### src/hdl/crc32msb_pkg.sv
package crc32msb_pkg;

    localparam int unsigned DATA_W = 32;
    localparam int unsigned ADDR_W = 4;
    localparam int unsigned NCOLS  = 8;

    localparam logic [DATA_W-1:0] POLY_RST  = 32'h04C1_1DB7;
    localparam logic [DATA_W-1:0] START_RST = 32'hFFFF_FFFF;

    // Register index, taken from paddr[3:2]
    typedef enum logic [1:0] {
        REG_POLY     = 2'd0,
        REG_REFL_IDX = 2'd1,
        REG_REFL_ENT = 2'd2,
        REG_START    = 2'd3
    } reg_idx_t;

    // Byte-fold entry is linear in the 8-bit index: one column per index bit
    typedef logic [NCOLS-1:0][DATA_W-1:0] col_arr_t;

    typedef struct packed {
        logic [DATA_W-1:0] start_value;
        col_arr_t          cols;
    } cfg_t;

endpackage

### src/hdl/crc32msb_regs.sv
module crc32msb_regs (
    input  logic                                clk,
    input  logic                                rst_n,
    input  logic                                psel,
    input  logic                                penable,
    input  logic                                pwrite,
    input  logic [crc32msb_pkg::ADDR_W-1:0]     paddr,
    input  logic [crc32msb_pkg::DATA_W-1:0]     pwdata,
    output logic [crc32msb_pkg::DATA_W-1:0]     prdata,
    output logic                                pready,
    output crc32msb_pkg::cfg_t                  cfg
);

    function automatic logic [31:0] rev32(input logic [31:0] v);
        logic [31:0] t;
        t = ((v & 32'hAAAA_AAAA) >> 1) | ((v & 32'h5555_5555) << 1);
        t = ((t & 32'hCCCC_CCCC) >> 2) | ((t & 32'h3333_3333) << 2);
        t = ((t & 32'hF0F0_F0F0) >> 4) | ((t & 32'h0F0F_0F0F) << 4);
        t = ((t & 32'hFF00_FF00) >> 8) | ((t & 32'h00FF_00FF) << 8);
        t = {t[15:0], t[31:16]};
        return t;
    endfunction

    // Entry per index bit: 8 LFSR steps on (bit << 24), or bit 31-j if refl_idx
    function automatic crc32msb_pkg::col_arr_t build_cols(
        input logic [31:0] poly,
        input logic        refl_idx,
        input logic        refl_ent
    );
        crc32msb_pkg::col_arr_t c;
        logic [31:0]            r;
        for (int j = 0; j < crc32msb_pkg::NCOLS; j++)
        begin
            r = '0;
            if (refl_idx)
            begin
                r[31-j] = 1'b1;
            end
            else
            begin
                r[24+j] = 1'b1;
            end
            for (int k = 0; k < 8; k++)
            begin
                r = r[31] ? ({r[30:0], 1'b0} ^ poly) : {r[30:0], 1'b0};
            end
            c[j] = refl_ent ? rev32(r) : r;
        end
        return c;
    endfunction

    logic [31:0]            poly_reg, poly_next;
    logic                   refl_idx_reg, refl_idx_next;
    logic                   refl_ent_reg, refl_ent_next;
    logic [31:0]            start_reg, start_next;
    crc32msb_pkg::col_arr_t cols_reg, cols_next;
    logic                   wr_en;
    crc32msb_pkg::reg_idx_t idx;

    assign pready = 1'b1;
    assign wr_en  = psel && penable && pwrite;
    assign idx    = crc32msb_pkg::reg_idx_t'(paddr[3:2]);

    always_comb
    begin
        poly_next     = poly_reg;
        refl_idx_next = refl_idx_reg;
        refl_ent_next = refl_ent_reg;
        start_next    = start_reg;
        if (wr_en)
        begin
            case (idx)
                crc32msb_pkg::REG_POLY:     poly_next     = pwdata;
                crc32msb_pkg::REG_REFL_IDX: refl_idx_next = pwdata[0];
                crc32msb_pkg::REG_REFL_ENT: refl_ent_next = pwdata[0];
                crc32msb_pkg::REG_START:    start_next    = pwdata;
                default:                    poly_next     = poly_reg;
            endcase
        end
        // columns follow the written values at the same edge
        cols_next = build_cols(poly_next, refl_idx_next, refl_ent_next);
    end

    always_comb
    begin
        case (idx)
            crc32msb_pkg::REG_POLY:     prdata = poly_reg;
            crc32msb_pkg::REG_REFL_IDX: prdata = {31'd0, refl_idx_reg};
            crc32msb_pkg::REG_REFL_ENT: prdata = {31'd0, refl_ent_reg};
            crc32msb_pkg::REG_START:    prdata = start_reg;
            default:                    prdata = '0;
        endcase
    end

    always_ff @(posedge clk or negedge rst_n)
    begin
        if (!rst_n)
        begin
            poly_reg     <= crc32msb_pkg::POLY_RST;
            refl_idx_reg <= 1'b0;
            refl_ent_reg <= 1'b0;
            start_reg    <= crc32msb_pkg::START_RST;
            cols_reg     <= build_cols(crc32msb_pkg::POLY_RST, 1'b0, 1'b0);
        end
        else
        begin
            poly_reg     <= poly_next;
            refl_idx_reg <= refl_idx_next;
            refl_ent_reg <= refl_ent_next;
            start_reg    <= start_next;
            cols_reg     <= cols_next;
        end
    end

    assign cfg.start_value = start_reg;
    assign cfg.cols        = cols_reg;

endmodule

### src/hdl/crc32msb_core.sv
module crc32msb_core (
    input  logic                              clk,
    input  logic                              rst_n,
    input  crc32msb_pkg::cfg_t                cfg,
    input  logic                              in_valid,
    output logic                              in_stall,
    input  logic                              mode,
    input  logic [crc32msb_pkg::DATA_W-1:0]   payload,
    input  logic                              restart,
    output logic                              out_valid,
    input  logic                              out_stall,
    output logic [crc32msb_pkg::DATA_W-1:0]   crc_out
);

    // One byte: entry(crc[31:24] ^ b) ^ (crc << 8), entry as XOR of columns
    function automatic logic [31:0] fold(
        input logic [31:0]            crc,
        input logic [7:0]             b,
        input crc32msb_pkg::col_arr_t cols
    );
        logic [7:0]  ix;
        logic [31:0] e;
        ix = crc[31:24] ^ b;
        e  = {crc[23:0], 8'h00};
        for (int j = 0; j < crc32msb_pkg::NCOLS; j++)
        begin
            if (ix[j])
            begin
                e = e ^ cols[j];
            end
        end
        return e;
    endfunction

    logic        s1_valid_reg, s1_valid_next;
    logic        mode_reg;
    logic [31:0] payload_reg;
    logic        restart_reg;
    logic        out_valid_reg, out_valid_next;
    logic [31:0] crc_reg, crc_next;
    logic        out_free, advance, accept;
    logic [31:0] base, f0, f1, f2, f3;

    assign out_free = !out_valid_reg || !out_stall;
    assign advance  = s1_valid_reg && out_free;
    assign in_stall = s1_valid_reg && !out_free;
    assign accept   = in_valid && !in_stall;

    always_comb
    begin
        base = restart_reg ? cfg.start_value : crc_reg;
        f0   = fold(base, mode_reg ? payload_reg[31:24] : payload_reg[7:0], cfg.cols);
        f1   = fold(f0, payload_reg[23:16], cfg.cols);
        f2   = fold(f1, payload_reg[15:8], cfg.cols);
        f3   = fold(f2, payload_reg[7:0], cfg.cols);

        s1_valid_next  = accept || (s1_valid_reg && !advance);
        out_valid_next = advance || (out_valid_reg && out_stall);
        crc_next       = crc_reg;
        if (advance)
        begin
            crc_next = mode_reg ? f3 : f0;
        end
    end

    always_ff @(posedge clk or negedge rst_n)
    begin
        if (!rst_n)
        begin
            s1_valid_reg  <= 1'b0;
            out_valid_reg <= 1'b0;
            crc_reg       <= crc32msb_pkg::START_RST;
        end
        else
        begin
            s1_valid_reg  <= s1_valid_next;
            out_valid_reg <= out_valid_next;
            crc_reg       <= crc_next;
        end
    end

    always_ff @(posedge clk)
    begin
        if (accept)
        begin
            mode_reg    <= mode;
            payload_reg <= payload;
            restart_reg <= restart;
        end
    end

    // running CRC doubles as the result register
    assign out_valid = out_valid_reg;
    assign crc_out   = crc_reg;

endmodule

### src/hdl/crc32_msb_first_configurable_top.sv
// channel | handshake                   | payload
// --------+-----------------------------+------------------------------
// in      | in_valid / in_stall         | mode, payload[31:0], restart
// out     | out_valid / out_stall       | crc_out[31:0]
// cfg     | psel/penable/pwrite, pready | paddr[3:0], pwdata, prdata
//
// One item per cycle sustained while in_stall stays low; an accepted item
// passes the input register, then the running-CRC/result register, to out_valid.
// Word mode folds all four bytes together through the precomputed entry columns.
// Reset: poly 0x04C11DB7, no reflection, start value and running CRC 0xFFFFFFFF.
// out_stall holding a result raises in_stall in the same cycle only when the
// input register is also full; otherwise a new item is still taken.
// Config writes update the entry columns at the write edge itself.
module crc32_msb_first_configurable_top (
    input  logic                              clk,
    input  logic                              rst_n,
    // item input
    input  logic                              in_valid,
    output logic                              in_stall,
    input  logic                              mode,
    input  logic [crc32msb_pkg::DATA_W-1:0]   payload,
    input  logic                              restart,
    // result output
    output logic                              out_valid,
    input  logic                              out_stall,
    output logic [crc32msb_pkg::DATA_W-1:0]   crc_out,
    // APB config port
    input  logic                              psel,
    input  logic                              penable,
    input  logic                              pwrite,
    input  logic [crc32msb_pkg::ADDR_W-1:0]   paddr,
    input  logic [crc32msb_pkg::DATA_W-1:0]   pwdata,
    output logic [crc32msb_pkg::DATA_W-1:0]   prdata,
    output logic                              pready
);

    // start value plus one entry column per index bit
    crc32msb_pkg::cfg_t cfg;

    crc32msb_regs u_regs (
        .clk     (clk),
        .rst_n   (rst_n),
        .psel    (psel),
        .penable (penable),
        .pwrite  (pwrite),
        .paddr   (paddr),
        .pwdata  (pwdata),
        .prdata  (prdata),
        .pready  (pready),
        .cfg     (cfg)
    );

    // two-stage datapath: input register, fold logic, running CRC
    crc32msb_core u_core (
        .clk       (clk),
        .rst_n     (rst_n),
        .cfg       (cfg),
        .in_valid  (in_valid),
        .in_stall  (in_stall),
        .mode      (mode),
        .payload   (payload),
        .restart   (restart),
        .out_valid (out_valid),
        .out_stall (out_stall),
        .crc_out   (crc_out)
    );

endmodule

### config.mk
export PLATFORM = sky130hd
export DESIGN_NAME = crc32_msb_first_configurable_top
export DESIGN_NICKNAME = d
export VERILOG_FILES = /design/src/hdl/crc32msb_pkg.sv /design/src/hdl/crc32msb_regs.sv /design/src/hdl/crc32msb_core.sv /design/src/hdl/crc32_msb_first_configurable_top.sv
export SDC_FILE = /design/constraint.sdc
export NUM_CORES = 2
export LEC_CHECK = 0
export BUFFER_PORTS_ARGS = -buffer_cell sky130_fd_sc_hd__buf_2
export CAP_MARGIN = 20
export CORE_MARGIN = 2
export CORE_UTILIZATION = 59
export CTS_CLUSTER_DIAMETER = 150
export CTS_CLUSTER_SIZE = 25
export DETAILED_ROUTE_END_ITERATION = 10
export PLACE_DENSITY = 0.79
export SLEW_MARGIN = 30
export SYNTH_ARGS = -nofsm -noshare
export SYNTH_HDL_FRONTEND = slang
export SYNTH_SLANG_ARGS = --single-unit
export TNS_END_PERCENT = 10
### constraint.sdc
create_clock -name clk -period 4.89 [get_ports clk]
set_clock_uncertainty 0.1 [all_clocks]
set_input_delay 0.2445 -clock clk [delete_from_list [all_inputs] [get_ports clk]]
set_output_delay 0.2445 -clock clk [all_outputs]
set_load 0.005 [all_outputs]
## Word-level counts from Yosys, hierarchy flattened

Index checks and enable logic that the tools add are counted.

- Bitwise operators: 120
- Reduce and logical (&&, ||, !) cells: 17
- Multiplexer cells: 104
- Equal/unequal tests: 3

Operators with widths:

| cell | count |
|---|---|
| 32-bit two-way mux | 96 |
| 32-bit XOR | 78 |
| 24-bit by 32-bit OR with 32-bit output | 8 |
| 28-bit by 32-bit OR with 32-bit output | 8 |
| 30-bit by 32-bit OR with 32-bit output | 8 |
| 31-bit by 32-bit OR with 32-bit output | 8 |
| 32-bit one-hot mux with 4 select lines | 1 |
| 26-bit by 32-bit XOR with 32-bit output | 2 |
| 28-bit by 32-bit XOR with 32-bit output | 2 |
| 30-bit by 32-bit XOR with 32-bit output | 2 |
| 8-bit XOR | 4 |
| 8-bit two-way mux | 1 |
| 1-bit logical AND | 7 |
| 1-bit two-way mux | 6 |
| 1-bit logical NOT | 5 |
| 2-bit == test, second input constant | 2 |
| 1-bit logical OR | 3 |
| 2-bit by 1-bit == test with 1-bit output, second input constant | 1 |
| 2-bit logical NOT | 1 |
| 2-bit AND reduction | 1 |

- Input bits: 77
- Logic and storage cells: 262
- Output and inout port bits: 67
- Flip-flop bits (word level): 390

## Depth between registers and ports, before layout

- Depth in word-level cells: 66
- Depth in mapped cells: 27
- Gate-level depth less buffers: 20

## Cells and area by module

Synthesis repeated with hierarchy kept, for this count alone.

- Cells, all modules: 6522
- Area total of the unflattened synthesis: 49054.5 um2

Modules (own cells, without submodules):

| module | cells each | instances | area an instance (um2) | sequential area each (um2) |
|---|---|---|---|---|
| crc32msb_regs | 4202 | 1 | 32040.7 | 8257.9 |
| crc32msb_core | 2320 | 1 | 17013.8 | 1911.8 |

## Worst setup path after synthesis

Ideal clock, no wire load.

- Path kind: register to register
- From: reg u_core.restart_reg
- To: reg u_core.crc_reg[25] (netlist: u_core.crc_out[25])
- Path buffers: 5
- Library setup time: 0.060 ns
- Cell stages (with the launch flop): 26
- Arrival time: 5.028 ns
- Slack: -0.298 ns
- Cells stage by stage: edfxtp_1 -> buf_6 -> buf_6 -> mux2i_1 -> xor2_1 -> buf_4 -> nand2_1 -> xnor2_1 -> xnor3_1 -> xnor2_1 -> xor2_1 -> xnor2_1 -> xnor3_1 -> xnor2_1 -> buf_2 -> nand2_1 -> xnor2_1 -> xnor2_1 -> xnor3_1 -> buf_6 -> nand2_2 -> xnor2_1 -> xnor2_1 -> xnor3_1 -> a21oi_1 -> a21o_1

- Word-level cells in the longest chain between the ends: 66
- Elaborated cells on any way between the ends: 70
- Classes of those cells: mux: 34; bitwise: 36

RTL lines:

| element | RTL line | RTL |
|---|---|---|
| start: declaration | crc32msb_core.sv:38 | `logic restart_reg;` |
| start signal: assignment | crc32msb_core.sv:88 | `restart_reg <= restart;` |
| 32-bit two-way mux * | crc32msb_core.sv:51 | `base = restart_reg ? cfg.start_value : crc_reg;` |
| 8-bit XOR / 32-bit XOR (equally long branches) | crc32msb_core.sv:23, crc32msb_core.sv:29 |  |
| 32-bit two-way mux | crc32msb_core.sv:27 | `if (ix[j])` |
| 32-bit XOR | crc32msb_core.sv:29 | `e = e ^ cols[j];` |
| 32-bit two-way mux | crc32msb_core.sv:27 |  |
| 32-bit XOR | crc32msb_core.sv:29 |  |
| 32-bit two-way mux | crc32msb_core.sv:27 |  |
| 32-bit XOR | crc32msb_core.sv:29 |  |
| [50 not listed] | -- |  |
| 32-bit two-way mux | crc32msb_core.sv:27 |  |
| 32-bit XOR | crc32msb_core.sv:29 |  |
| 32-bit two-way mux | crc32msb_core.sv:27 |  |
| 32-bit XOR | crc32msb_core.sv:29 |  |
| 32-bit two-way mux | crc32msb_core.sv:27 |  |
| 32-bit XOR | crc32msb_core.sv:29 |  |
| 32-bit two-way mux | crc32msb_core.sv:27 |  |
| 32-bit two-way mux * | crc32msb_core.sv:62 | `crc_next = mode_reg ? f3 : f0;` |
| end signal: assignment | crc32msb_core.sv:72 | `crc_reg <= crc32msb_pkg::START_RST;` |
| end signal: assignment | crc32msb_core.sv:78 | `crc_reg <= crc_next;` |
| end: declaration | crc32msb_core.sv:40 | `logic [31:0] crc_reg, crc_next;` |

Mark *: on every way between the ends. The rest lies on a longest branch, timed or not.
A chain may end at the register's enable or synchronous reset.

## Final worst setup path

- From: reg u_core.restart_reg
- To: reg u_core.crc_reg[11] (netlist: u_core.crc_out[11])

- Word-level cells in the longest chain between the ends: 66
- Elaborated cells on any way between the ends: 70
- Classes of those cells: mux: 34; bitwise: 36

RTL lines:

| element | RTL line |
|---|---|
| 32-bit two-way mux * | crc32msb_core.sv:51 |
| 32-bit XOR / 8-bit XOR (equally long branches) | crc32msb_core.sv:29, crc32msb_core.sv:23 |
| 32-bit two-way mux | crc32msb_core.sv:27 |
| 32-bit XOR | crc32msb_core.sv:29 |
| 32-bit two-way mux | crc32msb_core.sv:27 |
| 32-bit XOR | crc32msb_core.sv:29 |
| 32-bit two-way mux | crc32msb_core.sv:27 |
| 32-bit XOR | crc32msb_core.sv:29 |
| [50 not listed] | -- |
| 32-bit two-way mux | crc32msb_core.sv:27 |
| 32-bit XOR | crc32msb_core.sv:29 |
| 32-bit two-way mux | crc32msb_core.sv:27 |
| 32-bit XOR | crc32msb_core.sv:29 |
| 32-bit two-way mux | crc32msb_core.sv:27 |
| 32-bit XOR | crc32msb_core.sv:29 |
| 32-bit two-way mux | crc32msb_core.sv:27 |
| 32-bit two-way mux * | crc32msb_core.sv:62 |

Marked as above.

==> flow_summary.toml <==
[run_status]
status = "complete, but fails checks"
violations = "negative setup slack"

[yosys]
async_reset_ff_share_pct = 91.3
ys_seq_elements = 390
synth_area_um2 = 44200
synth_nets = 6122
synth_adder_area_share_pct = 0
syn_inst = 6045
synth_top_area_share_pct = 22.9
synth_top_cell_by_area = "xnor2_1"
ys_top_cells_by_area = "xnor2_1 (23%), dfstp_2 (11%), nand2_1 (11%), dfrtp_1 (9.3%), xor2_1 (8.0%)"
synth-compound-area-share_pct = 13.7
synth_cell_types = 58
synthXorXnorAreaFrac_pct = 34.7
ys.flop_type = "dfstp_2"
yosysSeqAreaShare_pct = 23.0
synth-simple-area-share_pct = 19.9
synthMuxAreaShare_pct = 3.74
synth_top_family_by_area = "XOR/XNOR gates"
synth.avg_cell_area_um2 = 7.32
synth-edff-count = 34
synth_warnings = 0

[detailed_routing]
drtIter0Drc = 8362
antenna_left = 0
wire_per_inst_um = 27.9
drc_errors = 0
dr.pass1.iters = 9
drt_wl_total_um = 207000
num_vias = 47562
vias_per_cell = 6.41

[worst_setup_path]
reg2reg_slack_ns = -1.26
reg2reg_to = "u_core.crc_out[11]$_DFFE_PN1P_"
crit_type = "reg -> reg"
crit_slowest_cell = "xor3_2"
r2r_cells = 28
setup.worst_path.end_class = "flop"
cp-start-kind = "flop"
cp_common_cell = "xnor2_1"
rr_startpoint = "u_core.restart_reg$_DFFE_PP_"
cp.required_ns = 5.30
max_stage_delay_ns = 0.50
worstPathMaxFanout = 21
arrival_ns = 6.56

[floorplan]
rows = 100
die_w_um = 278
dieArea_um2 = 77200
start_util_pct = 59.5
die_h_um = 278
ios = 144
core_area_um2 = 74300

[layout]
layoutNonFillerInstCount = 7418
layout-drive-gt1-share_pct = 18.5
fillers = 6057
synthToLayoutAreaGrowth_pct = 17.9
ff_latch_area_um2 = 10200
largest_reg_flops = 256
nNetsFinal = 6511
multi_input_area_um2 = 32900
fin_area_um2 = 52100

[placement]
place_congestion = 1.12
place_area_um2 = 50300
hpwlAfterDp_um = 156000
port_buffers = 140
dp_cells = 7299

[min_path]
holdPathStages = 4
hold_start = "pwrite"
whs_endpoint = "u_regs.start_reg[29]$_DFFE_PN1P_"
hp-class = "in -> reg"

[clock_tree]
cts_buffers = 20
cts_sinks = 390
clockBufferDepth = 3
path_clk_slew_ns = 0.12
cts_tree = "done"
cts_root_buf = "clkbuf_16"
clock_latency_ns = 0.62
h-tree-depth = 1

[sta]
setup_ws_ns = -1.26
finalSetupViolations = 32
clock.fmax_mhz = 163
fin_crit_sh_pct = 126
maxSlewViolCount = 0
worstMarginPinSlew_ns = 0.986
period_minus_slack_ns = 6.15
rsz0062_at_grt = "true"
maxSlewHeadroom_pct = 34.3
hold_viol_final = 0

[global_route]
first_global_vias = 43470
antenna_found_initial = 7
grt_start_max_net_pins = 193
grt-ovfl-total = 0
track_usage_pct = 52.3
grt_pass1_wl_um = 299000

[job]
max_cap_violations = 0
-- cells in the final DEF (no fill, tap or decap), types with 39 or more instances in the layout --
cell and count:
nand2_1 1259, xnor2_1 1120, nor2_1 886, buf_4 561
xor2_1 398, a21oi_1 391, o21ai_0 382, dfstp_2 192
dfrtp_1 164, buf_2 139, mux2i_1 84, dlygate4sd3_1 70
buf_12 69, o221ai_1 59, nand3_1 49, nor3_1 44
a22o_1 41, xnor3_1 40, xnor2_2 39
-- cells in the mapped netlist (3+ instances only) --
cell type and number:
or2_2 15, a222oi_1 30, a22o_1 41, clkbuf_1 337
dfrtp_1 164, buf_1 69, nor3_1 46, buf_2 41
o221ai_1 59, edfxtp_1 34, xor2_2 4, a21o_1 15
buf_4 27, a22oi_1 4, o21ai_1 12, a31oi_1 33
o31ai_1 13, inv_1 22, o211ai_1 6, a221oi_1 23
nor2b_1 3, nand3_1 49, buf_6 10, o21ai_0 385
and2_1 5, o22ai_1 21, nand2_1 1261, xnor3_2 4
or3_1 6, a21oi_1 392, mux2i_1 121, nor2_1 892
xnor2_2 13, xnor3_1 53, xor2_1 406, dfstp_2 192
clkinv_1 13, nand2b_1 4, o31a_1 8, xnor2_1 1156
mux2_2 35
-- per-layer routing --
metal | track usage (%) | vias up | wire length [um]
met5 | 0 | - | 74
li1 | - | 20312 | -
met3 | 15.5 | 926 | 32600
met1 | 69.0 | 22080 | 74000
met4 | 30.7 | 8 | 16700
met2 | 75.9 | 4236 | 83600
-- critical path: cells and delay by family (launching register included) --
family / cells / cell delay, ns
AO/OA/AOI/OAI: 1 / 0.05
buffers and inverters: 8 / 1.57
flip-flops: 1 / 0.46
XOR/XNOR: 14 / 3.31
AND/OR/NAND/NOR: 4 / 0.37
multiplexers: 1 / 0.14
-- kinds of logic after synthesis --
| logic type | after synthesis |
|---|---|
| multiplexers | 159 |
| other | 1 |
| AO/OA/AOI/OAI | 1048 |
| AND/OR/NAND/NOR | 2287 |
| flip-flops | 390 |
| buffers and inverters | 520 |
| XOR/XNOR | 1640 |
-- area by class of cell --
cell class	instances	area share [%]
clock buffer	33	1.11
timing repair buffer	851	13.7
antenna	1	0.00480
inverter	36	0.276
tap	969	2.33
sequential	390	19.5
multi-input combinational	5135	63.0
clock inverter	3	0.0792
-- through the flow --
stage	hold slack (ns)	worst slack [ns]	setup TNS, ns	utilization, %
after detailed placement	0.285	-1.37	-40.66	67.7
after global placement	0.277	-1.24	-36.96	67.7
after floorplan	-0.151	-0.215	-5.01	-
final	0.145	-1.26	-35.52	70.1
after CTS	0.137	-1.17	-34.14	69.7
after global routing	0.189	-1.41	-41.99	70.1
-- worst max path at each step --
stage | cells after the start | endpoint | startpoint | slack (ns)
6_report | 28 | u_core.crc_out[11]$_DFFE_PN1P_ | u_core.restart_reg$_DFFE_PP_ | -1.26
3_5_place_dp | 24 | u_core.crc_out[20]$_DFFE_PN1P_ | u_core.restart_reg$_DFFE_PP_ | -1.37
5_1_grt | 27 | u_core.crc_out[19]$_DFFE_PN1P_ | u_core.mode_reg$_DFFE_PP_ | -1.41
2_1_floorplan | 25 | u_core.crc_out[28]$_DFFE_PN1P_ | u_core.restart_reg$_DFFE_PP_ | -0.22
4_1_cts | 27 | u_core.crc_out[11]$_DFFE_PN1P_ | u_core.restart_reg$_DFFE_PP_ | -1.17
3_3_place_gp | 27 | u_core.crc_out[11]$_DFFE_PN1P_ | u_core.restart_reg$_DFFE_PP_ | -1.24
-- repair_timing --
item | in CTS | in global routing
setup endpoints to repair | 32 | 32
setup buffers | 6 | 6
hold buffers | 70 | 0
endpoints found under the hold margin | 108 | 0
pin swaps | 15 | 11
cloned | 0 | 0
gates resized for setup | 26 | 44
Power is left out: the tool's default activity adds up to more than one toggle a clock period on the data nets, which glitch-free logic cannot reach.
